**src/hdl/lrip_pkg.sv**
```systemverilog
// Shared types, widths and constants for the lidar range image projector.
// No dependencies; every other source file uses this package.
package lrip_pkg;

   localparam int ROWS_DEF    = 16;
   localparam int COLUMNS_DEF = 1800;

   // field widths
   localparam int COORD_W    = 22;
   localparam int INTEN_W    = 16;
   localparam int RING_W     = 8;
   localparam int STATUS_W   = 3;
   localparam int ROW_W      = 4;
   localparam int COL_W      = 11;
   localparam int CELL_W     = 15;
   localparam int RANGE_W    = 22;
   localparam int RATE_W     = 5;
   localparam int CSR_IDX_W  = 2;
   localparam int CSR_DATA_W = 22;

   // range datapath
   localparam int SUMSQ_W = 44;
   localparam int ROOT_W  = 22;
   localparam int REM_W   = 24;
   localparam int RCNT_W  = 5;

   // angle datapath, angles in 2^-16 degree
   localparam int CORDIC_STEPS = 20;
   localparam int STEP_W       = 5;
   localparam int VEC_W        = 34;
   localparam int ANG_W        = 26;
   localparam int ATAN_W       = 22;
   localparam int NORM_BIT     = 29;
   localparam int ANG90        = 90 * 65536;
   localparam int DEG360       = 360 * 65536;

   typedef enum logic [STATUS_W-1:0] {
      ST_STORED    = 3'd0,
      ST_RANGE_OUT = 3'd1,
      ST_BAD_RING  = 3'd2,
      ST_SKIPPED   = 3'd3,
      ST_TAKEN     = 3'd4,
      ST_CLEARED   = 3'd5
   } status_type;

   typedef enum logic [CSR_IDX_W-1:0] {
      REG_MIN_RANGE = 2'd0,
      REG_MAX_RANGE = 2'd1,
      REG_RATE      = 2'd2
   } csr_index_type;

   typedef struct packed {
      logic              busy;
      logic [ROOT_W-1:0] root;
      logic              inexact;
   } range_res_type;

   function automatic logic [ATAN_W-1:0] atan_entry(input logic [STEP_W-1:0] i);
      logic [ATAN_W-1:0] v;
      unique case (i)
         5'd0:    v = 22'd2949120;
         5'd1:    v = 22'd1740967;
         5'd2:    v = 22'd919879;
         5'd3:    v = 22'd466945;
         5'd4:    v = 22'd234379;
         5'd5:    v = 22'd117304;
         5'd6:    v = 22'd58666;
         5'd7:    v = 22'd29335;
         5'd8:    v = 22'd14668;
         5'd9:    v = 22'd7334;
         5'd10:   v = 22'd3667;
         5'd11:   v = 22'd1833;
         5'd12:   v = 22'd917;
         5'd13:   v = 22'd458;
         5'd14:   v = 22'd229;
         5'd15:   v = 22'd115;
         5'd16:   v = 22'd57;
         5'd17:   v = 22'd29;
         5'd18:   v = 22'd14;
         5'd19:   v = 22'd7;
         default: v = '0;
      endcase
      return v;
   endfunction

endpackage

```
**src/hdl/lrip_angle.sv**
```systemverilog
// Iterative CORDIC atan2 and a serial restoring divide that maps the angle
// to an image column. Depends on lrip_pkg.
module lrip_angle #(
   parameter int COLUMNS = lrip_pkg::COLUMNS_DEF
) (
   input  logic                                clock,
   input  logic                                reset,
   input  logic                                start,
   input  logic signed [lrip_pkg::COORD_W-1:0] pos_x,
   input  logic signed [lrip_pkg::COORD_W-1:0] pos_y,
   output logic                                busy,
   output logic [$clog2(COLUMNS)-1:0]          column
);
   import lrip_pkg::*;

   localparam int CLW   = $clog2(COLUMNS);
   localparam int QW    = CLW + 1;
   localparam int QCW   = $clog2(QW + 1);
   localparam int CMW   = $clog2(COLUMNS + 1);
   localparam int NUMW  = ANG_W + CMW + 2;
   localparam int DIVW  = NUMW + 2;
   localparam int SW    = CLW + 3;
   localparam logic [VEC_W-1:0] NORM_MIN = VEC_W'(1) << NORM_BIT;

   typedef enum logic [6:0] {
      A_IDLE = 7'b0000001,
      A_NORM = 7'b0000010,
      A_ROT  = 7'b0000100,
      A_MUL  = 7'b0001000,
      A_PREP = 7'b0010000,
      A_DIV  = 7'b0100000,
      A_FIN  = 7'b1000000
   } astate_type;

   astate_type               state_ff, state_in;
   logic signed [VEC_W-1:0]  a_ff, a_in, b_ff, b_in;
   logic signed [ANG_W-1:0]  z_ff, z_in;
   logic [STEP_W-1:0]        step_ff, step_in;
   logic signed [NUMW-1:0]   num_ff, num_in;
   logic                     neg_ff, neg_in;
   logic [DIVW-1:0]          rem_ff, rem_in, dsh_ff, dsh_in;
   logic [QW-1:0]            q_ff, q_in;
   logic [QCW-1:0]           qcnt_ff, qcnt_in;
   logic [CLW-1:0]           col_ff, col_in;

   logic signed [VEC_W-1:0]  ya, xb, absb, sa, sb;
   logic signed [ANG_W-1:0]  atan_s;
   logic signed [NUMW-1:0]   zd, cmul;
   logic [NUMW-1:0]          nmag;
   logic signed [SW-1:0]     nq, c0;

   always_comb begin
      state_in = state_ff;
      a_in     = a_ff;
      b_in     = b_ff;
      z_in     = z_ff;
      step_in  = step_ff;
      num_in   = num_ff;
      neg_in   = neg_ff;
      rem_in   = rem_ff;
      dsh_in   = dsh_ff;
      q_in     = q_ff;
      qcnt_in  = qcnt_ff;
      col_in   = col_ff;

      ya     = VEC_W'(pos_y);
      xb     = VEC_W'(pos_x);
      absb   = b_ff[VEC_W-1] ? -b_ff : b_ff;
      sa     = a_ff >>> step_ff;
      sb     = b_ff >>> step_ff;
      atan_s = ANG_W'(signed'({1'b0, atan_entry(step_ff)}));
      zd     = NUMW'(z_ff) - NUMW'(ANG90);
      cmul   = NUMW'(COLUMNS);
      nmag   = num_ff[NUMW-1] ? NUMW'(-num_ff) : NUMW'(num_ff);
      nq     = neg_ff ? -SW'(q_ff) : SW'(q_ff);
      c0     = SW'(COLUMNS / 2) - nq;

      unique case (state_ff)
         A_IDLE: begin
            if (start) begin
               step_in = '0;
               if (pos_x == '0 && pos_y == '0) begin
                  z_in     = '0;
                  state_in = A_MUL;
               end else begin
                  state_in = A_NORM;
                  // quadrant pre-rotation so that a is not negative
                  if (ya < 0) begin
                     if (xb >= 0) begin
                        a_in = xb;
                        b_in = -ya;
                        z_in = ANG_W'(ANG90);
                     end else begin
                        a_in = -xb;
                        b_in = ya;
                        z_in = -ANG_W'(ANG90);
                     end
                  end else begin
                     a_in = ya;
                     b_in = xb;
                     z_in = '0;
                  end
               end
            end
         end
         A_NORM: begin
            if (VEC_W'(a_ff) >= NORM_MIN || VEC_W'(absb) >= NORM_MIN) begin
               state_in = A_ROT;
            end else begin
               a_in = a_ff <<< 1;
               b_in = b_ff <<< 1;
            end
         end
         A_ROT: begin
            if (!b_ff[VEC_W-1]) begin
               a_in = a_ff + sb;
               b_in = b_ff - sa;
               z_in = z_ff + atan_s;
            end else begin
               a_in = a_ff - sb;
               b_in = b_ff + sa;
               z_in = z_ff - atan_s;
            end
            step_in = step_ff + 1'b1;
            if (step_ff == STEP_W'(CORDIC_STEPS - 1)) begin
               state_in = A_MUL;
            end
         end
         A_MUL: begin
            num_in   = zd * cmul;
            state_in = A_PREP;
         end
         A_PREP: begin
            // round half away from zero: (2|num| + den) / (2 den)
            neg_in   = num_ff[NUMW-1];
            rem_in   = (DIVW'(nmag) << 1) + DIVW'(DEG360);
            dsh_in   = DIVW'(DEG360) << QW;
            q_in     = '0;
            qcnt_in  = QCW'(QW - 1);
            state_in = A_DIV;
         end
         A_DIV: begin
            if (rem_ff >= dsh_ff) begin
               rem_in = rem_ff - dsh_ff;
               q_in   = {q_ff[QW-2:0], 1'b1};
            end else begin
               q_in   = {q_ff[QW-2:0], 1'b0};
            end
            dsh_in  = dsh_ff >> 1;
            qcnt_in = qcnt_ff - 1'b1;
            if (qcnt_ff == '0) begin
               state_in = A_FIN;
            end
         end
         A_FIN: begin
            if (c0 < 0) begin
               col_in = CLW'(c0 + SW'(COLUMNS));
            end else if (c0 >= SW'(COLUMNS)) begin
               col_in = CLW'(c0 - SW'(COLUMNS));
            end else begin
               col_in = CLW'(c0);
            end
            state_in = A_IDLE;
         end
         default: state_in = A_IDLE;
      endcase
   end

   always_ff @(posedge clock) begin
      if (reset) begin
         state_ff <= A_IDLE;
      end else begin
         state_ff <= state_in;
      end
      a_ff    <= a_in;
      b_ff    <= b_in;
      z_ff    <= z_in;
      step_ff <= step_in;
      num_ff  <= num_in;
      neg_ff  <= neg_in;
      rem_ff  <= rem_in;
      dsh_ff  <= dsh_in;
      q_ff    <= q_in;
      qcnt_ff <= qcnt_in;
      col_ff  <= col_in;
   end

   assign busy   = (state_ff != A_IDLE);
   assign column = col_ff;
endmodule

```
**config.mk**
```make
export PLATFORM = sky130hd
export DESIGN_NAME = lrip_angle
export DESIGN_NICKNAME = d
export VERILOG_FILES = /design/src/hdl/lrip_pkg.sv /design/src/hdl/lrip_angle.sv
export SDC_FILE = /design/constraint.sdc
export NUM_CORES = 1
export LEC_CHECK = 0
export ABC_AREA = 1
export CORE_ASPECT_RATIO = 1.2
export CORE_UTILIZATION = 55
export CTS_CLUSTER_SIZE = 16
export DETAILED_ROUTE_END_ITERATION = 10
export DONT_BUFFER_PORTS = 1
export PLACE_DENSITY = 0.75
export REMOVE_ABC_BUFFERS = 1
export SYNTH_ARGS = -nofsm -noshare
export SYNTH_HDL_FRONTEND = slang
export SYNTH_SLANG_ARGS = --single-unit
```
**constraint.sdc**
```tcl
create_clock -name clock -period 9 [get_ports clock]
set_input_delay 0.45 -clock clock [delete_from_list [all_inputs] [get_ports clock]]
set_output_delay 0.45 -clock clock [all_outputs]
set_load 0.01 [all_outputs]
```
# ---- Yosys cells after proc, flatten, opt, wreduce, memory -nomap -nowiden
# Memory sizes are Yosys's and may differ from the RTL's. A register that Yosys moved wholly into a read port is not among the register bits.
# Cells that the tools add are included.
# W data, S select, Z words.
dict set report word_totals {
  ff_bits 252
  out_inout_bits 12
  rom_bits 704
  in_bits 47
  memories 1
}
dict set report op_classes {
  n_reduce_logical 12
  n_shift 2
  n_addsub 19
  order_cmp 7
  n_mul 1
  eq_ne 16
  n_mux 40
}
# memory depth word_bits rd rd_clocked_by_memory_dff write_ports line
set mem_list {}
lappend mem_list {{(no name shown)} 32 22 1 1 0 lrip_pkg.sv:60} ;# unique case (i)
# op count
set op_table {}
lappend op_table {{$mux W34} 13}
lappend op_table {{$pmux W34 S3} 2}
lappend op_table {{$pmux W41 S2} 2}
lappend op_table {{$mux W26} 5}
lappend op_table {{$add A34 B34 Y34} 2}
lappend op_table {{$ge A34 B30 Y1 const B} 2}
lappend op_table {{$neg A22 Y34} 2}
lappend op_table {{$sshr A34 B5 Y34} 2}
lappend op_table {{$sub A34 B34 Y34} 2}
lappend op_table {{$pmux W26 S2} 1}
lappend op_table {{$logic_not A22 Y1} 2}
lappend op_table {{$pmux W7 S6} 1}
lappend op_table {{$add A40 B25 Y41 const B} 1}
lappend op_table {{$ge A41 B41 Y1} 1}
lappend op_table {{$mux W41} 1}
lappend op_table {{$sub A41 B41 Y41} 1}
lappend op_table {{$mux W39} 1}
lappend op_table {{$neg A39 Y39} 1}
lappend op_table {{$mul A27 B9 Y36 const B} 1}
lappend op_table {{$neg A34 Y34} 1}
lappend op_table {{$mux W7} 4}
lappend op_table {{$sub A26 B24 Y27 const B} 1}
lappend op_table {{$add A26 B23 Y26} 1}
lappend op_table {{$sub A26 B23 Y26} 1}
lappend op_table {{35 further kinds} 46}

# ---- Logic depth before layout (Yosys ltp)
# Gate-level depths: netlist of run 1.
dict set report logic_depth {
  depth_word 6
  ltp_mapped 35
}

# ---- Least setup slack after synthesis of run 1
# No wires, ideal clock.
dict set report synth_timing {
  path_type {reg2reg}
  startpoint {reg b_ff[14]}
  endpoint {reg a_ff[0], enable pin}
  period_less_slack_ps 5405
  arrival_time_ps 4888
  path_stages_with_launch 11
  path_slack_ps 3595
  setup_time_ps 516
  cell_sequence {edfxtp_1 -> nor2_1 -> inv_1 -> nor3_1 -> inv_1 -> nor4_1 -> a21oi_1 -> or2_2 -> a21oi_1 -> nand2_1 -> a21oi_1}
}
dict set report synth_between {
  elab_chain_len 6
}
# element line
set synth_lines {}
lappend synth_lines {{from (decl)} lrip_angle.sv:36} ;# logic signed [VEC_W-1:0] a_ff, a_in, b_ff, b_in;
lappend synth_lines {{from (signal assigned)} lrip_angle.sv:176} ;# b_ff <= b_in;
lappend synth_lines {{$neg A34 Y34} lrip_angle.sv:68} ;# absb = b_ff[VEC_W-1] ? -b_ff : b_ff;
lappend synth_lines {{$mux W34 (*)} lrip_angle.sv:68}
lappend synth_lines {{$ge A34 B30 Y1 (*)} lrip_angle.sv:107} ;# if (VEC_W'(a_ff) >= NORM_MIN || VEC_W'(absb) >= NORM_MIN) begin
lappend synth_lines {{$logic_or A1 B1 Y1 (*)} lrip_angle.sv:107}
lappend synth_lines {{$ne A2 B2 Y1 (no source line) (*)} --}
lappend synth_lines {{$reduce_and A4 Y1 (no source line) (*)} --}
lappend synth_lines {{to (signal assigned)} lrip_angle.sv:175} ;# a_ff <= a_in;
lappend synth_lines {{to (decl)} lrip_angle.sv:36}
# Every way passes the cells marked *; elsewhere a longest branch is shown, timed or not.
# A chain may end at the register's enable or synchronous reset.

# ---- Final worst setup path of run 1
dict set report layout_timing {
  startpoint {reg step_ff[1]}
  endpoint {reg a_ff[29], data pin}
}
dict set report layout_between {
  elab_chain_len 4
  elab_cells_between_ends 5
  classes_between {add/sub: 2; shift: 1; mux: 2}
}
# element line
set layout_lines {}
lappend layout_lines {{from (decl)} lrip_angle.sv:38} ;# logic [STEP_W-1:0] step_ff, step_in;
lappend layout_lines {{from (signal assigned)} lrip_angle.sv:178} ;# step_ff <= step_in;
lappend layout_lines {{$sshr A34 B5 Y34 (*)} lrip_angle.sv:70} ;# sb = b_ff >>> step_ff;
lappend layout_lines {{$add A34 B34 Y34 or $sub A34 B34 Y34 (tied branches)} {lrip_angle.sv:116, lrip_angle.sv:120}}
lappend layout_lines {{$mux W34 (*)} lrip_angle.sv:115} ;# if (!b_ff[VEC_W-1]) begin
lappend layout_lines {{$pmux W34 S3 (*)} lrip_angle.sv:78} ;# unique case (state_ff)
lappend layout_lines {{via a_in[29]} lrip_angle.sv:36}
# The timed path passes the listed nets; every way through them passes the cells marked *.

==> results.cfg, run 1 <==
[outcome]
status = finished, final reports clean

[finish]
layout_common_cells = 1192 x nand2_1, 634 x inv_1, 562 x nand3_1
fin_nets = 5073
final_common_cell = nand2_1
syn_to_final_growth_pct = 4.65
fillers = 5544
drive_above_1_share_pct = 4.43
antennaDiodeCount = 0

[floorplan]
rows = 96
coreArea_um2 = 57300
die-area_um2 = 59200
start_util_pct = 55.9
ioPinCount = 59
die_w_um = 222
die_y_um = 266

[detailed_routing]
drt_iter0_drc = 2734
num_vias = 32100
drt-total-wl_um = 99200
wl_per_cell_um = 18.0
drtAntennaViolNets = 0
drc = 0
via_per_inst = 5.84
drt_pass1_iterations = 8

[place]
place.gp.congestion = 0.967
dpl.hpwl_um = 77600
portBuffers = 0

[sta]
fmax_mhz = 169
min_period_ns = 5.93
rsz0062_at_grt = false
hold_viol = 0
fin_crit_sh_pct = 65.9
worst_pin_slew_ns = 1.21
relSlewSlack_pct = 19.4
maxSlewViolCount = 0
finClkSkew_ns = 0.0330
final-setup-viol-count = 0
setup_tns_ns = 0

[clock_network]
clock_tree.htree_level_count = 1
clkTransAtPathRegs_ns = 0.08
cts_max_path_buffers = 3
clock-sinks = 270
cts_tree = done
clk_latency_ns = 0.62
post-cts-setup-buffers = 0
root_buffer = clkbuf_16
numCtsBuffers = 31

[synthesis]
synthArstFlopShare_pct = 0
synth_area_um2 = 32000
yosysUniqueCellTypes = 68
ys_seq_area_share_pct = 24.4
yosysWarnings = 0
ys_ff_latch = 270
synthFlopType = edfxtp_1
syn_avg_cell_area_um2 = 6.64
syn_inst = 4824
synth-edff-count = 241

[global_route]
grt_start_max_net_pins = 74
grt_overflow = 0
grt_pass1_vias = 30500
track_usage_pct = 33.0
antenna_found_initial = 0
grt_first_pass_wirelength_um = 156000

[critical_path]
path_max_fanout = 68
startpoint_type = register
cp.required_ns = 9.35
crit_path_start = step_ff[1]
worstPathArrival_ns = 6.28
crit_type = reg2reg
cp-end-kind = register
crit_slowest_cell = inv_2
r2r_start = step_ff[1]
cpPeakStageDelay_ns = 0.97

[hold_path]
hold_class = in2reg
min_from = reset

[flow_run]
maxCapViolCount = 0
==> state kept, by name, indices dropped and copies added (netlist names) <==
signal,count
rem_ff,41
atan_s,22
qcnt_ff,4
dsh_ff,37
a_ff,34
column,11
b_ff,34
z_ff,26
step_ff,5
q_ff,12
neg_ff,1
num_ff,36
state_ff,7
==> path summary, 6_finish.rpt <==
kind         slack, ns  cells after the start     endpoint
max               3.07                     25     a_ff[29]
min               0.05                      2  state_ff[0]
max reg2reg       3.07                     25     a_ff[29]
min reg2reg       0.52                      2   dsh_ff[31]
==> synth_stat cells (8+ instances only) <==
cell type	count	area, um2
a21o_1	26	195
o21a_1	19	143
o221ai_1	33	289
fa_1	53	1060
and2_1	8	50.1
inv_2	16	60.1
or2_2	27	169
nor3_1	58	290
nand4_1	46	288
o31ai_1	8	60.1
nand2_1	1193	4480
nand3b_1	16	120
o21ai_1	19	95.1
dfxtp_1	29	581
o21bai_1	15	113
clkbuf_1	74	278
buf_2	38	190
xnor2_1	56	490
nor4_1	24	150
edfxtp_1	241	7240
inv_1	638	2390
o22ai_1	9	56.3
o21ai_2	10	87.6
nand3_1	562	2810
xor2_1	127	1110
a21oi_1	297	1490
nor2_1	448	1680
buf_1	23	86.3
ha_1	236	2950
nor2_2	12	75.1
o211ai_1	35	263
a31oi_1	34	213
nand3_2	11	110
nand2_2	23	144
o21ai_0	276	1380
==> metal layers <==
layer | wire, um | track usage (%) | up-vias
li1 | - | - | 16000
met1 | 37300 | 35.4 | 14600
met2 | 48100 | 59.1 | 1143
met3 | 5280 | 3.61 | 352
met4 | 8590 | 26.1 | 0
met5 | 0 | 0 | -
==> cell type report <==
class / instances / area [um2] / area share [%]
clock inverters: 20 / 185 / 0.553
inverters: 657 / 2470 / 7.37
clock buffers: 38 / 822 / 2.45
well taps: 735 / 920 / 2.75
repair buffers: 26 / 198 / 0.590
multi-input cells: 3751 / 21100 / 63.0
flip-flops and latches: 270 / 7820 / 23.3
==> what timing repair did <==
action,CTS,global route
hold endpoints to repair,2,0
resized for setup,0,0
hold buffers,1,0
==> worst max-delay path, delay by kind of cell, from the launching register on <==
family,cells,cell delay [ns]
compound gates,8,1.55
xor+xnor,1,0.18
fa+ha+maj,2,0.49
buf+inv,3,1.44
flops,1,0.38
simple gates,11,1.57
==> cells by family (layout without fill, tap and decap cells) <==
family                     after synthesis  after routing  share of synthesized area [%]
xor gates and xnor gates               186            186                           5.16
AOI/OAI and AO/OA                      819            819                           14.7
buffers and inverters                  803            741                           9.81
and+or+nand+nor                       2457           2457                           33.4
adders and majority gates              289            289                           12.5
DFF                                    270            270                           24.4
==> metrics by stage <==
step                      worst slack, ns  instance area [um2]  utilization (%)  cells  hold WS, ns
after CTS                            3.18                33500             58.5   5497       0.0234
after floorplan                      2.64                31300                -   4678        0.486
after global placement               3.33                32500             56.7   5438        0.505
after detailed placement             3.22                32500             56.7   5438        0.509
after global routing                 2.46                33500             58.5   5497       0.0563
final                                3.07                33500             58.5   5497       0.0471
Power of run 1 is left out: the tool's default activity adds up to more than one toggle a clock period on the data nets, which glitch-free logic cannot reach.
==> run 2, diff against run 1 <==
- clock period: 9 -> 5.53 ns (I/O delays scaled with it)
==> results.cfg, run 2 (same netlist as run 1, synthesis figures left out) <==
[critical_path]
critPathTopFamily = adder cells
path_max_fanout = 5
crit_buf_inv = 3
rr_worst_depth = 19
crit_path_start = z_ff[17]
crit_chain = inv_1 -> ha_1 -> nand3b_1 -> nand2_1 -> a21o_1 -> nor2_1 -> xor2_2 -> inv_1 -> fa_1 -> inv_1 -> fa_1 -> ha_1 -> ha_1 -> a21oi_1 -> o21ai_0 -> a221oi_1 -> o21a_1 -> nand2_1 -> xor2_1
worstPathArrival_ns = 5.47
startpoint_type = register
r2r_end = num_ff[38]
crit_end = num_ff[38]
crit_type = reg2reg
cpPeakStageDelay_ns = 0.57
rrSetupSlack_ns = 0.37
crit_slowest_cell = fa_1
cp-end-kind = register
cp.required_ns = 5.84
r2r_start = z_ff[17]
path_depth = 19

[place]
dpl.hpwl_um = 78300
portBuffers = 0
place.gp.congestion = 0.985
pre_cts_ws_ns = 0.214

[finish]
largest_reg_flops = 41
utilization_pct = 59.0
fin_nets = 5095
largest-register = rem_ff
final_common_cell = nand2_1
antennaDiodeCount = 0
drive_above_1_share_pct = 4.85
top_regs = rem_ff (41), dsh_ff (37), num_ff (36)
syn_to_final_growth_pct = 5.69
layout_common_cells = 1192 x nand2_1, 634 x inv_1, 562 x nand3_1

[sta]
maxSlewViolCount = 0
worst_pin_slew_ns = 1.13
min_period_ns = 5.16
fmax_mhz = 194
setup_slack_ns = 0.368
final-setup-viol-count = 0
relSlewSlack_pct = 24.4
fin_crit_sh_pct = 93.3
hold_viol = 0
rsz0062_at_grt = false
finClkSkew_ns = 0.0290

[floorplan]
die_y_um = 266
start_util_pct = 55.9
rows = 96
coreArea_um2 = 57300
ioPinCount = 59
die-area_um2 = 59200
die_w_um = 222

[global_route]
antenna_found_initial = 0
track_usage_pct = 33.5
grt_first_pass_wirelength_um = 158000
grt_start_max_net_pins = 74
grt_overflow = 0
grt_pass1_vias = 30800

[hold_path]
hold_class = in2reg

[detailed_routing]
drt_pass1_iterations = 6
drt-total-wl_um = 100000
via_per_inst = 5.86
num_vias = 32400
drt_iter0_drc = 3045
drc = 0
wl_per_cell_um = 18.1
drtAntennaViolNets = 0

[clock_network]
clock_tree.htree_level_count = 2
post-cts-setup-buffers = 0
numCtsBuffers = 34
clk_latency_ns = 0.57
cts_max_path_buffers = 3
clkTransAtPathRegs_ns = 0.06
cts_tree = done
root_buffer = clkbuf_16
clock-sinks = 270

[outcome]
status = finished, final reports clean

[flow_run]
maxCapViolCount = 0
## run 2: repair_timing
item | 4_1_cts | 5_1_grt
hold buffers | 3 | 0
gates resized for setup | 0 | 2
setup endpoints to repair | 0 | 3
hold endpoints to repair | 7 | 0
## run 2: area by class of cell
cell class | count | area, um2
Clock inverter | 24 | 235
Timing Repair Buffer | 45 | 420
Inverter | 657 | 2470
Fill cell | 5592 | 23500
Tap cell | 735 | 920
Clock buffer | 38 | 876
Multi-Input combinational cell | 3751 | 21100
Sequential cell | 270 | 7820
## run 2: worst min-delay path by stage
stage	start	cells after the start	slack (ns)	to
floorplan	reset	1	0.35	state_ff[4]
detailed placement	reset	1	0.35	state_ff[4]
CTS	pos_y[21]	2	0.008	b_ff[0]
global placement	reset	1	0.35	state_ff[4]
finish	pos_x[19]	1	0.04	a_ff[21]
global route	pos_y[21]	2	0.03	b_ff[0]
## run 2: through the flow
stage | TNS (ns) | std cells | area (um2) | hold slack [ns]
floorplan | -93.53 | 4678 | 31300 | 0.349
global placement | 0 | 5455 | 32700 | 0.354
detailed placement | 0 | 5455 | 32700 | 0.354
CTS | 0 | 5520 | 33800 | 0.00810
global route | 0 | 5520 | 33800 | 0.0327
finish | 0 | 5520 | 33800 | 0.0355
## run 2: layer usage
layer	vias up	wire length [um]	global-route usage, %
met2	1350	48200	59.3
li1	16000	-	-
met5	-	0	0
met3	413	6160	4.62
met1	14600	37500	36.6
met4	0	8160	25.0
Power of run 2 is left out for the same reason.
