`src/hdl/lrip_pkg.sv`:
```
// Shared types, widths and constants for the lidar range image projector.
// No dependencies; every other source file uses this package.
package lrip_pkg;

   localparam int ROWS_DEF    = 16;
   localparam int COLUMNS_DEF = 1800;

   // field widths
   localparam int COORD_W    = 22;
   localparam int INTEN_W    = 16;
   localparam int RING_W     = 8;
   localparam int STATUS_W   = 3;
   localparam int ROW_W      = 4;
   localparam int COL_W      = 11;
   localparam int CELL_W     = 15;
   localparam int RANGE_W    = 22;
   localparam int RATE_W     = 5;
   localparam int CSR_IDX_W  = 2;
   localparam int CSR_DATA_W = 22;

   // range datapath
   localparam int SUMSQ_W = 44;
   localparam int ROOT_W  = 22;
   localparam int REM_W   = 24;
   localparam int RCNT_W  = 5;

   // angle datapath, angles in 2^-16 degree
   localparam int CORDIC_STEPS = 20;
   localparam int STEP_W       = 5;
   localparam int VEC_W        = 34;
   localparam int ANG_W        = 26;
   localparam int ATAN_W       = 22;
   localparam int NORM_BIT     = 29;
   localparam int ANG90        = 90 * 65536;
   localparam int DEG360       = 360 * 65536;

   typedef enum logic [STATUS_W-1:0] {
      ST_STORED    = 3'd0,
      ST_RANGE_OUT = 3'd1,
      ST_BAD_RING  = 3'd2,
      ST_SKIPPED   = 3'd3,
      ST_TAKEN     = 3'd4,
      ST_CLEARED   = 3'd5
   } status_type;

   typedef enum logic [CSR_IDX_W-1:0] {
      REG_MIN_RANGE = 2'd0,
      REG_MAX_RANGE = 2'd1,
      REG_RATE      = 2'd2
   } csr_index_type;

   typedef struct packed {
      logic              busy;
      logic [ROOT_W-1:0] root;
      logic              inexact;
   } range_res_type;

   function automatic logic [ATAN_W-1:0] atan_entry(input logic [STEP_W-1:0] i);
      logic [ATAN_W-1:0] v;
      unique case (i)
         5'd0:    v = 22'd2949120;
         5'd1:    v = 22'd1740967;
         5'd2:    v = 22'd919879;
         5'd3:    v = 22'd466945;
         5'd4:    v = 22'd234379;
         5'd5:    v = 22'd117304;
         5'd6:    v = 22'd58666;
         5'd7:    v = 22'd29335;
         5'd8:    v = 22'd14668;
         5'd9:    v = 22'd7334;
         5'd10:   v = 22'd3667;
         5'd11:   v = 22'd1833;
         5'd12:   v = 22'd917;
         5'd13:   v = 22'd458;
         5'd14:   v = 22'd229;
         5'd15:   v = 22'd115;
         5'd16:   v = 22'd57;
         5'd17:   v = 22'd29;
         5'd18:   v = 22'd14;
         5'd19:   v = 22'd7;
         default: v = '0;
      endcase
      return v;
   endfunction

endpackage

```
`src/hdl/lrip_range.sv`:
```
// Bit-serial sum of squares followed by a serial square root that takes the radicand two bits at a time.
// Depends on lrip_pkg.
module lrip_range (
   input  logic                                 clock,
   input  logic                                 reset,
   input  logic                                 start,
   input  logic signed [lrip_pkg::COORD_W-1:0]  pos_x,
   input  logic signed [lrip_pkg::COORD_W-1:0]  pos_y,
   input  logic signed [lrip_pkg::COORD_W-1:0]  pos_z,
   output lrip_pkg::range_res_type              res
);
   import lrip_pkg::*;

   logic                busy_ff, busy_in;
   logic                root_phase_ff, root_phase_in;
   logic [RCNT_W-1:0]   cnt_ff, cnt_in;
   logic [COORD_W-1:0]  mx_ff, mx_in, my_ff, my_in, mz_ff, mz_in;
   logic [COORD_W-1:0]  sx_ff, sx_in, sy_ff, sy_in, sz_ff, sz_in;
   logic [SUMSQ_W-1:0]  acc_ff, acc_in;
   logic [REM_W-1:0]    rem_ff, rem_in;
   logic [ROOT_W-1:0]   root_ff, root_in;
   logic [REM_W+1:0]    rem_sh, trial;

   function automatic logic [COORD_W-1:0] mag(input logic [COORD_W-1:0] v);
      return v[COORD_W-1] ? (~v + 1'b1) : v;
   endfunction

   always_comb begin
      busy_in       = busy_ff;
      root_phase_in = root_phase_ff;
      cnt_in        = cnt_ff;
      mx_in         = mx_ff;
      my_in         = my_ff;
      mz_in         = mz_ff;
      sx_in         = sx_ff;
      sy_in         = sy_ff;
      sz_in         = sz_ff;
      acc_in        = acc_ff;
      rem_in        = rem_ff;
      root_in       = root_ff;
      rem_sh        = {rem_ff, acc_ff[SUMSQ_W-1 -: 2]};
      trial         = {2'b00, root_ff, 2'b01};
      if (start) begin
         busy_in       = 1'b1;
         root_phase_in = 1'b0;
         cnt_in        = RCNT_W'(COORD_W - 1);
         mx_in         = mag(pos_x);
         my_in         = mag(pos_y);
         mz_in         = mag(pos_z);
         sx_in         = mag(pos_x);
         sy_in         = mag(pos_y);
         sz_in         = mag(pos_z);
         acc_in        = '0;
      end else if (busy_ff && !root_phase_ff) begin
         // MSB-first shift-add of all three squares at once; the magnitudes
         // stay put, their shifted copies supply the multiplier bits
         acc_in = {acc_ff[SUMSQ_W-2:0], 1'b0}
                + (sx_ff[COORD_W-1] ? SUMSQ_W'(mx_ff) : '0)
                + (sy_ff[COORD_W-1] ? SUMSQ_W'(my_ff) : '0)
                + (sz_ff[COORD_W-1] ? SUMSQ_W'(mz_ff) : '0);
         sx_in = {sx_ff[COORD_W-2:0], 1'b0};
         sy_in = {sy_ff[COORD_W-2:0], 1'b0};
         sz_in = {sz_ff[COORD_W-2:0], 1'b0};
         cnt_in = cnt_ff - 1'b1;
         if (cnt_ff == '0) begin
            root_phase_in = 1'b1;
            cnt_in        = RCNT_W'(ROOT_W - 1);
            rem_in        = '0;
            root_in       = '0;
         end
      end else if (busy_ff) begin
         acc_in = {acc_ff[SUMSQ_W-3:0], 2'b00};
         if (rem_sh >= trial) begin
            rem_in  = REM_W'(rem_sh - trial);
            root_in = {root_ff[ROOT_W-2:0], 1'b1};
         end else begin
            rem_in  = REM_W'(rem_sh);
            root_in = {root_ff[ROOT_W-2:0], 1'b0};
         end
         cnt_in = cnt_ff - 1'b1;
         if (cnt_ff == '0) begin
            busy_in = 1'b0;
         end
      end
   end

   always_ff @(posedge clock) begin
      if (reset) begin
         busy_ff <= 1'b0;
      end else begin
         busy_ff <= busy_in;
      end
      root_phase_ff <= root_phase_in;
      cnt_ff        <= cnt_in;
      mx_ff         <= mx_in;
      my_ff         <= my_in;
      mz_ff         <= mz_in;
      sx_ff         <= sx_in;
      sy_ff         <= sy_in;
      sz_ff         <= sz_in;
      acc_ff        <= acc_in;
      rem_ff        <= rem_in;
      root_ff       <= root_in;
   end

   assign res.busy    = busy_ff;
   assign res.root    = root_ff;
   assign res.inexact = |rem_ff;
endmodule

```
`config.mk`:
```
export PLATFORM = sky130hd
export DESIGN_NAME = lrip_range
export DESIGN_NICKNAME = d
export VERILOG_FILES = /design/src/hdl/lrip_pkg.sv /design/src/hdl/lrip_range.sv
export SDC_FILE = /design/constraint.sdc
export NUM_CORES = 1
export LEC_CHECK = 0
export ABC_AREA = 1
export ABC_CLOCK_PERIOD_IN_PS = 8700
export BUFFER_PORTS_ARGS = -buffer_cell sky130_fd_sc_hd__buf_2
export CAP_MARGIN = 20
export CORE_ASPECT_RATIO = 0.5
export CORE_MARGIN = 1.5
export CORE_UTILIZATION = 45
export DETAILED_ROUTE_END_ITERATION = 8
export MAX_ROUTING_LAYER = met4
export PLACE_DENSITY_LB_ADDON = 0.15
export SYNTH_ARGS = -nofsm -noshare
export SYNTH_HDL_FRONTEND = slang
export SYNTH_SLANG_ARGS = --single-unit
```
`constraint.sdc`:
```
create_clock -name clock -period 8.7 [get_ports clock]
set_clock_uncertainty 0.05 [all_clocks]
set_input_delay 0.435 -clock clock [delete_from_list [all_inputs] [get_ports clock]]
set_output_delay 0.435 -clock clock [all_outputs]
set_load 0.1 [all_outputs]
```
Word level (Yosys, flattened, before mapping)
Cells that the tools add are included.
{"block": "word_totals", "register_bits": 229, "input_bits": 69}
{"block": "classes", "n_addsub": 8, "magnitude_cmp": 1, "eq_ne": 2, "mux": 29, "bitwise": 4, "reduce_logical": 8}
{"cell": "22-bit 2-to-1 mux", "n": 15}
{"cell": "44-bit by 22-bit adder with 44-bit output", "n": 3}
{"cell": "24-bit 2-to-1 mux", "n": 4}
{"cell": "44-bit 2-to-1 mux", "n": 2}
{"cell": "22-bit by 1-bit adder with 22-bit output, second input constant", "n": 3}
{"cell": "22-bit inverter", "n": 3}
{"cell": "26-bit by 24-bit >= comparator with 1-bit output", "n": 1}
{"cell": "24-bit OR reduction", "n": 1}
{"cell": "24-bit subtractor", "n": 1}
{"cell": "5-bit 2-to-1 mux", "n": 3}
{"cell": "5-bit logical NOT", "n": 1}
{"cell": "1-bit 2-to-1 mux", "n": 5}
{"cell": "5-bit by 1-bit subtractor with 5-bit output, second input constant", "n": 1}
{"cell": "2-bit nonzero test", "n": 2}
{"cell": "3-bit AND reduction", "n": 1}
{"cell": "2-bit by 1-bit != test with 1-bit output, second input constant", "n": 1}
{"cell": "2-bit != test, second input constant", "n": 1}
{"cell": "2-bit AND reduction", "n": 1}
{"cell": "1-bit logical AND", "n": 1}
{"cell": "1-bit logical NOT", "n": 1}
{"cell": "1-bit inverter", "n": 1}

Depth between registers and ports, before layout
Gate-level depths: netlist of the first run.
{"block": "logic_depth", "depth_word": 5, "mapped_depth": 20, "ltp_nobuf": 19}

Worst setup path before layout of the first run
Ideal clock, no wire load.
{"block": "synth_path", "path_kind": "register to register", "startpoint": "register busy_ff", "endpoint": "register rem_ff[0], enable pin", "setup_time_ns": 0.519, "t_arrival_ns": 4.351, "required_ns": 8.131, "path_slack_ns": 3.780, "stages_incl_launch_ff": 5, "period_less_slack_ns": 4.920, "cell_sequence": "dfxtp_1 > clkinv_1 > clkbuf_1 > buf_1 > a211oi_1"}
{"block": "synth_between", "elab_chain_len": 3}
{"element": "start: declaration", "line_no": "lrip_range.sv:14", "rtl": "logic busy_ff, busy_in;"}
{"element": "start signal: assignment", "line_no": "lrip_range.sv:91", "rtl": "busy_ff <= busy_in;"}
{"element": "1-bit logical AND", "line_no": "lrip_range.sv:54", "rtl": "end else if (busy_ff && !root_phase_ff) begin"}
{"element": "2-bit by 1-bit != test with 1-bit output (no source line) or 2-bit nonzero test (tied branches)"}
{"element": "3-bit AND reduction (no source line) *"}
{"element": "end signal: assignment", "line_no": "lrip_range.sv:102", "rtl": "rem_ff <= rem_in;"}
{"element": "end: declaration", "line_no": "lrip_range.sv:20", "rtl": "logic [REM_W-1:0] rem_ff, rem_in;"}
Mark *: on every way between the ends. The rest lies on a longest branch, timed or not.
A chain may end at the register's enable or synchronous reset.

Final worst setup path of the first run
{"block": "layout_path", "startpoint": "register sx_ff[21]", "endpoint": "register acc_ff[38]"}
{"block": "layout_between", "elab_chain_len": 5}
{"element": "start: declaration", "line_no": "lrip_range.sv:18", "rtl": "logic [COORD_W-1:0] sx_ff, sx_in, sy_ff, sy_in, sz_ff, sz_in;"}
{"element": "start signal: assignment", "line_no": "lrip_range.sv:98", "rtl": "sx_ff <= sx_in;"}
{"element": "22-bit 2-to-1 mux", "line_no": "lrip_range.sv:58", "rtl": "+ (sx_ff[COORD_W-1] ? SUMSQ_W'(mx_ff) : '0)"}
{"element": "44-bit by 22-bit adder with 44-bit output", "line_no": "lrip_range.sv:58"}
{"element": "44-bit by 22-bit adder with 44-bit output", "line_no": "lrip_range.sv:59", "rtl": "+ (sy_ff[COORD_W-1] ? SUMSQ_W'(my_ff) : '0)"}
{"element": "44-bit by 22-bit adder with 44-bit output", "line_no": "lrip_range.sv:60", "rtl": "+ (sz_ff[COORD_W-1] ? SUMSQ_W'(mz_ff) : '0);"}
{"element": "44-bit 2-to-1 mux", "line_no": "lrip_range.sv:54"}
{"element": "end signal: assignment", "line_no": "lrip_range.sv:101", "rtl": "acc_ff <= acc_in;"}
{"element": "end: declaration", "line_no": "lrip_range.sv:19", "rtl": "logic [SUMSQ_W-1:0] acc_ff, acc_in;"}
Every way passes these cells.

==> flow_summary.ini, run 1 <==
[run_status]
status = finished, final reports clean

[placed_design]
place.gp.congestion = 0.914
io_buffer_count = 92
place_ws_ns = 4.52
placed_area_sq_um = 16300
hpwl_microns = 29300

[detailed_routing]
ant_nets = 0
vias = 12784
via_per_inst = 5.02
drt_iter0_markers = 1058
drt-total-wl_microns = 39700
remaining_drc_errors = 0
detail_route.wl_per_cell_microns = 15.6
dr.pass1.iters = 5

[sta]
hold_ws_ns = 0.0353
rsz0062_at_grt = false
fin_setup_tns_ns = 0
period_needed_ns = 4.16
setup_viol = 0
max_slew_margin_pct = 37.2
period_share_pct = 47.8
finalWorstSetupSlack_ns = 4.54
hold_violations = 0
clock.fmax_mhz = 240
tightest_slew_ns = 0.942
drv_slew = 0

[grt]
grt_pass1_wl_microns = 64100
grt_pass1_vias = 11961
grt.overflow.total = 0
antenna_found_initial = 0
grt_max_degree = 70
grt_util_all_layers_pct = 23.4

[die]
start_util_pct = 46.2
die-height_microns = 134
die_w_microns = 265
die_area_sq_um = 35400
pin_count = 93
fp-row-count = 47
core-area_sq_um = 33400

[clock_tree]
ctsHoldBuffers = 1
clock_path_buffers = 3
clkLatencyLatePin_ns = 0.56
cts.sinks = 229
cts_tree = yes
postCtsSetupBuffers = 0
cts_resized = 0
cts.reportedPaths.clkPinSlew_ns = 0.07
cts.root.buffer_cell = clkbuf_16
cts_buffers = 24
htree_levels = 1

[power_and_ir_drop]
p_int_mw = 2.25
power_frac_comb_pct = 29.9
p_leak_nw = 7.81
pwr-share-seq_pct = 39.1
swShare_pct = 35.5
p_sw_mw = 1.24
pwr-share-clk_pct = 31.0
power.density_nw_per_um2 = 204
vdd_drop_max_v = 0.000122

[synthesis]
yosysWarnings = 0
synthCells = 2014
syn_area_sq_um = 15400
yosysUniqueCellTypes = 49
syn_nets = 2178
synth-seq-area-share_pct = 41.3
avgSynthCellArea_sq_um = 7.65
ys_ff_latch = 229

[cells_and_area]
nFillCells = 3349
antenna_cells = 0
register_area_sq_um = 6370
layout_commonest_cell = nand2_1
stdcell_area_sq_um = 17100
final_core_util_pct = 51.2
multi_input_area_sq_um = 7700
final_cell_mix = nand2_1, inv_1, nor2_1, edfxtp_1, a21oi_1
fin_nets = 2251
drive_gt1_share_pct = 8.51
syn2layout_area_growth_pct = 10.9

[critical_path]
endpoint_kind = flip-flop
crit_required_ns = 9.08
path_class = reg2reg
cp.arrival_ns = 4.54
start_kind = flip-flop
regToRegSetupSlack_ns = 4.54
crit_fanout = 22

[job]
cap_violations = 0

[hold_path]
hold_class = in2reg
[cell type report]
type / instances / share of cell area [%]
well taps: 441 / 3.23
repair buffers: 102 / 3.18
inverters: 300 / 6.58
clock inverters: 18 / 1.19
clock buffers: 25 / 3.53
multi-input cells: 1430 / 45.1
flip-flops and latches: 229 / 37.2
[cell usage after synthesis, drive strengths merged]
master  count  area, sq um
o211ai      2         15.0
ha         51          638
o41ai       1         8.76
clkbuf     45          169
clkinv      2         7.51
o21bai      4         30.0
nand3b      2         15.0
o21a        3         22.5
nor2      188          728
dfxtp      51         1020
o21ai      68          355
o22ai      10         62.6
and3        1         6.26
o31ai       4         30.0
xnor2      30          263
fa         44          881
a211oi      2         15.0
nand2     672         2530
nor4       14         93.8
a21oi     117          597
xor2       50          438
inv       298         1120
nand4      23          150
and2        1         6.26
or4         1         7.51
nor3       25          145
a21o        3         22.5
a21boi      2         15.0
a31oi       8         50.1
or2         4         25.0
nand3      99          518
buf        10         72.6
o221ai      1         8.76
edfxtp    178         5350
[final timing paths]
path               from         end  depth (start not counted)
min reg2reg  acc_ff[20]  acc_ff[20]                          2
max reg2reg   sx_ff[21]  acc_ff[38]                         18
max           sx_ff[21]  acc_ff[38]                         18
min            pos_y[0]    my_ff[0]                          1
[stage by stage]
| stage | power [mW] | cells |
|---|---|---|
| after global placement | 2.41 | 2501 |
| after CTS | 3.51 | 2545 |
| after detailed placement | 2.42 | 2501 |
| after global routing | 3.72 | 2545 |
| after floorplan | 2.12 | 2014 |
| final | 3.49 | 2545 |
[critical path, cell delays in order, from the launching register on]
cell and delay, ns:
edfxtp_1 0.84, nand2_1 0.18, fa_1 0.52, fa_1 0.55
inv_1 0.04, ha_1 0.23, fa_1 0.42, nand3_1 0.13
nand3_1 0.12, nand2_1 0.08, nand2_1 0.15, nand2_1 0.10
nand2_1 0.10, nand2_1 0.12, nand2_1 0.08, nand3_1 0.08
nand3_1 0.07, nand2_1 0.09, a21oi_1 0.05
[routing by layer]
layer	track usage [%]	share of wire [%]
met1	34.3	50
met2	34.6	42
met3	3.56	5.8
met4	4.35	1.6
met5	-	0
[power by group through the flow]
stage | clock, mW | combinational (mW) | sequential [mW]
2_1_floorplan | 0 | 0.759 | 1.36
3_3_place_gp | 0 | 1.03 | 1.39
3_5_place_dp | 0 | 1.03 | 1.39
4_1_cts | 1.11 | 1.04 | 1.36
5_1_grt | 1.14 | 1.20 | 1.38
6_report | 1.08 | 1.04 | 1.36
[flip-flops by register name, indices dropped and copies added, names as in the netlist]
name           count
busy_ff            1
my_ff             22
mz_ff             22
sx_ff             22
root_ff           22
sy_ff             22
rem_ff            24
mx_ff             22
root_phase_ff      1
acc_ff            44
sz_ff             22
cnt_ff             5
[cells by family (layout without fill, tap and decap cells)]
| logic type | after synthesis | after routing | share of synthesized area [%] |
|---|---|---|---|
| and+or+nand+nor | 1030 | 1030 | 27.4 |
| DFF | 229 | 229 | 41.3 |
| adders and majority gates | 95 | 95 | 9.85 |
| AOI/OAI and AO/OA | 225 | 225 | 7.99 |
| xor gates and xnor gates | 80 | 80 | 4.55 |
| buffers and inverters | 355 | 445 | 8.87 |
Note: power is estimated with default switching activity, not from simulation.
==> run 2: changes to the inputs <==
--- a/config.mk
+++ b/config.mk
@@ -5,8 +5,8 @@
 export SDC_FILE = /design/constraint.sdc
 export NUM_CORES = 1
 export LEC_CHECK = 0
-export ABC_AREA = 1
-export ABC_CLOCK_PERIOD_IN_PS = 8700
+export ABC_AREA = 0
+export ABC_CLOCK_PERIOD_IN_PS = 3900
 export BUFFER_PORTS_ARGS = -buffer_cell sky130_fd_sc_hd__buf_2
 export CAP_MARGIN = 20
 export CORE_ASPECT_RATIO = 0.5
==> constraint.sdc (replaced) <==
create_clock -name clock -period 3.9 [get_ports clock]
set_clock_uncertainty 0.05 [all_clocks]
set_input_delay 0.195 -clock clock [delete_from_list [all_inputs] [get_ports clock]]
set_output_delay 0.195 -clock clock [all_outputs]
set_load 0.1 [all_outputs]
==> flow_summary.ini, run 2 <==
[grt]
grt_pass1_wl_microns = 59000
antenna_found_initial = 0
grt_pass1_vias = 10959
grt_util_all_layers_pct = 22.9
grt_max_degree = 122
grt.overflow.total = 0

[synthesis]
synth-seq-area-share_pct = 43.7
syn_area_sq_um = 14600
ys_ff_latch = 229
synth_common_cells = edfxtp_1, nand2_1, inv_1, nor2_1, a21oi_1
synthCells = 1422
synth-edff-count = 178
yosysWarnings = 0
synth_area_leaders = edfxtp_1, dfxtp_1, fa_1, mux2_2, nand2_1
syn_nets = 1586
synthArstFlopShare_pct = 0
synth_top_area_cell = edfxtp_1
avgSynthCellArea_sq_um = 10.2
synthFlopType = edfxtp_1
yosysUniqueCellTypes = 96
synthMostInstantiatedCell = edfxtp_1
synth_top_area_share_pct = 36.7

[sta]
fin_setup_tns_ns = -0.226
max_slew_margin_pct = 41.9
setup_viol = 5
hold_ws_ns = 0.0149
drv_slew = 0
clock.fmax_mhz = 252
period_share_pct = 102
rsz0062_at_grt = true
finalWorstSetupSlack_ns = -0.0617
tightest_slew_ns = 0.871
period_needed_ns = 3.96
hold_violations = 0

[critical_path]
cp.arrival_ns = 4.35
start_kind = flip-flop
critPathSlowestCell = fa_1
crit_chain = buf_6 > buf_4 > nand2_1 > fa_1 > fa_1 > inv_1 > ha_4 > nand3_4 > nor2_2 > or3b_4 > a211o_4 > a21oi_4 > o21ai_2 > a32o_1
crit_fanout = 4
path_class = reg2reg
endpoint_kind = flip-flop
crit_path_frequent_cell = fa_1
slowest_delay_ns = 0.55
crit_required_ns = 4.29

[power_and_ir_drop]
p_sw_mw = 2.62
p_int_mw = 5.48
p_leak_nw = 6.67
power_frac_comb_pct = 34.4
power.density_nw_per_um2 = 464
pwr-share-seq_pct = 37.4
power_mw = 8.11
pwr-share-clk_pct = 28.1
vdd_drop_max_v = 0.000248
swShare_pct = 32.4

[cells_and_area]
multi_input_area_sq_um = 7910
layout_commonest_cell = edfxtp_1
fin_nets = 1752
drive_gt1_share_pct = 23.9
top_register = acc_ff
nFillCells = 2794
antenna_cells = 0
final_cell_mix = edfxtp_1, nand2_1, inv_1, nor2_1, buf_2
reg_top3 = acc_ff x44, rem_ff x24
largest_reg_flops = 44
syn2layout_area_growth_pct = 20.0
register_area_sq_um = 6370

[clock_tree]
cts_buffers = 23
htree_levels = 1
clkLatencyLatePin_ns = 0.55
cts.sinks = 229
cts.reportedPaths.clkPinSlew_ns = 0.07
clock_path_buffers = 3
cts_tree = yes
cts.root.buffer_cell = clkbuf_16

[detailed_routing]
dr.pass1.iters = 5
vias = 11356
ant_nets = 0
detail_route.wl_per_cell_microns = 18.6
drt_iter0_markers = 856
drt-total-wl_microns = 37900
remaining_drc_errors = 0
via_per_inst = 5.57

[placed_design]
io_buffer_count = 92
hpwl_microns = 27000
place.gp.congestion = 0.881

[run_status]
violations = setup timing
status = finished, violations left

[die]
die_w_microns = 257
fp-row-count = 46
die_area_sq_um = 33500
start_util_pct = 45.8
die-height_microns = 130
pin_count = 93
core-area_sq_um = 31800

[hold_path]
hold_class = in2reg

[job]
cap_violations = 0
[run 2: worst paths after layout]
kind               from         end  slack, ns  cells after the start
max           sy_ff[21]  acc_ff[30]      -0.06                     14
min            pos_z[5]    mz_ff[5]       0.01                      2
max reg2reg   sy_ff[21]  acc_ff[30]      -0.06                     14
min reg2reg  acc_ff[20]  acc_ff[20]       0.42                      2
[run 2: critical path: cells and delay by family (launching register included)]
family	cells	cell delay [ns]
buf+inv	3	0.38
flops	1	0.50
fa+ha+maj	3	1.27
simple gates	4	0.73
compound gates	4	0.92
[run 2: cells by family (layout without fill, tap and decap cells)]
kind of cell | count (synthesis) | in the layout | share of synthesized area, %
simple gates | 432 | 432 | 14.1
fa+ha+maj | 95 | 95 | 10.4
xor+xnor | 94 | 94 | 5.65
buf+inv | 183 | 365 | 5.46
flops | 229 | 229 | 43.7
mux | 76 | 76 | 5.78
compound gates | 313 | 314 | 14.9
[run 2: area by class of cell]
cell class	count	share of cell area [%]
Inverter	115	2.47
Clock buffer	31	3.64
Timing Repair Buffer	208	8.49
Multi-Input combinational cell	1011	45.3
Sequential cell	229	36.4
Tap cell	432	3.09
Clock inverter	11	0.637
[run 2: power by group through the flow]
stage	clock [mW]	combinational, mW	sequential (mW)
5_1_grt	2.41	3.06	3.06
6_report	2.28	2.79	3.03
2_1_floorplan	0	1.54	3.02
3_3_place_gp	0	2.29	3.08
3_5_place_dp	0	2.33	3.08
4_1_cts	2.34	2.52	3.03
[run 2: timing repair]
action / 4_1_cts / 5_1_grt
gates resized for setup: 44 / 66
setup endpoints to repair: 29 / 34
cloned: 0 / 1
pin swaps: 28 / 64
setup buffers: 6 / 9
hold buffers: 36 / 0
endpoints found under the hold margin: 42 / 0
[run 2: metrics by stage]
step	cells	cell area [sq um]	utilization, %	setup WS, ns
2_1_floorplan	1422	14600	-	0.0163
3_3_place_gp	1945	15700	49.6	-0.209
3_5_place_dp	1945	15700	49.6	-0.195
4_1_cts	2028	17100	53.8	-0.0509
5_1_grt	2037	17500	55.0	-0.176
6_report	2037	17500	55.0	-0.0617
[run 2: per-layer routing]
metal	wire length, microns	GRT usage [%]
met4	1190	7.71
met3	2120	3.36
met5	0	-
met2	17500	36.2
met1	17200	30.4
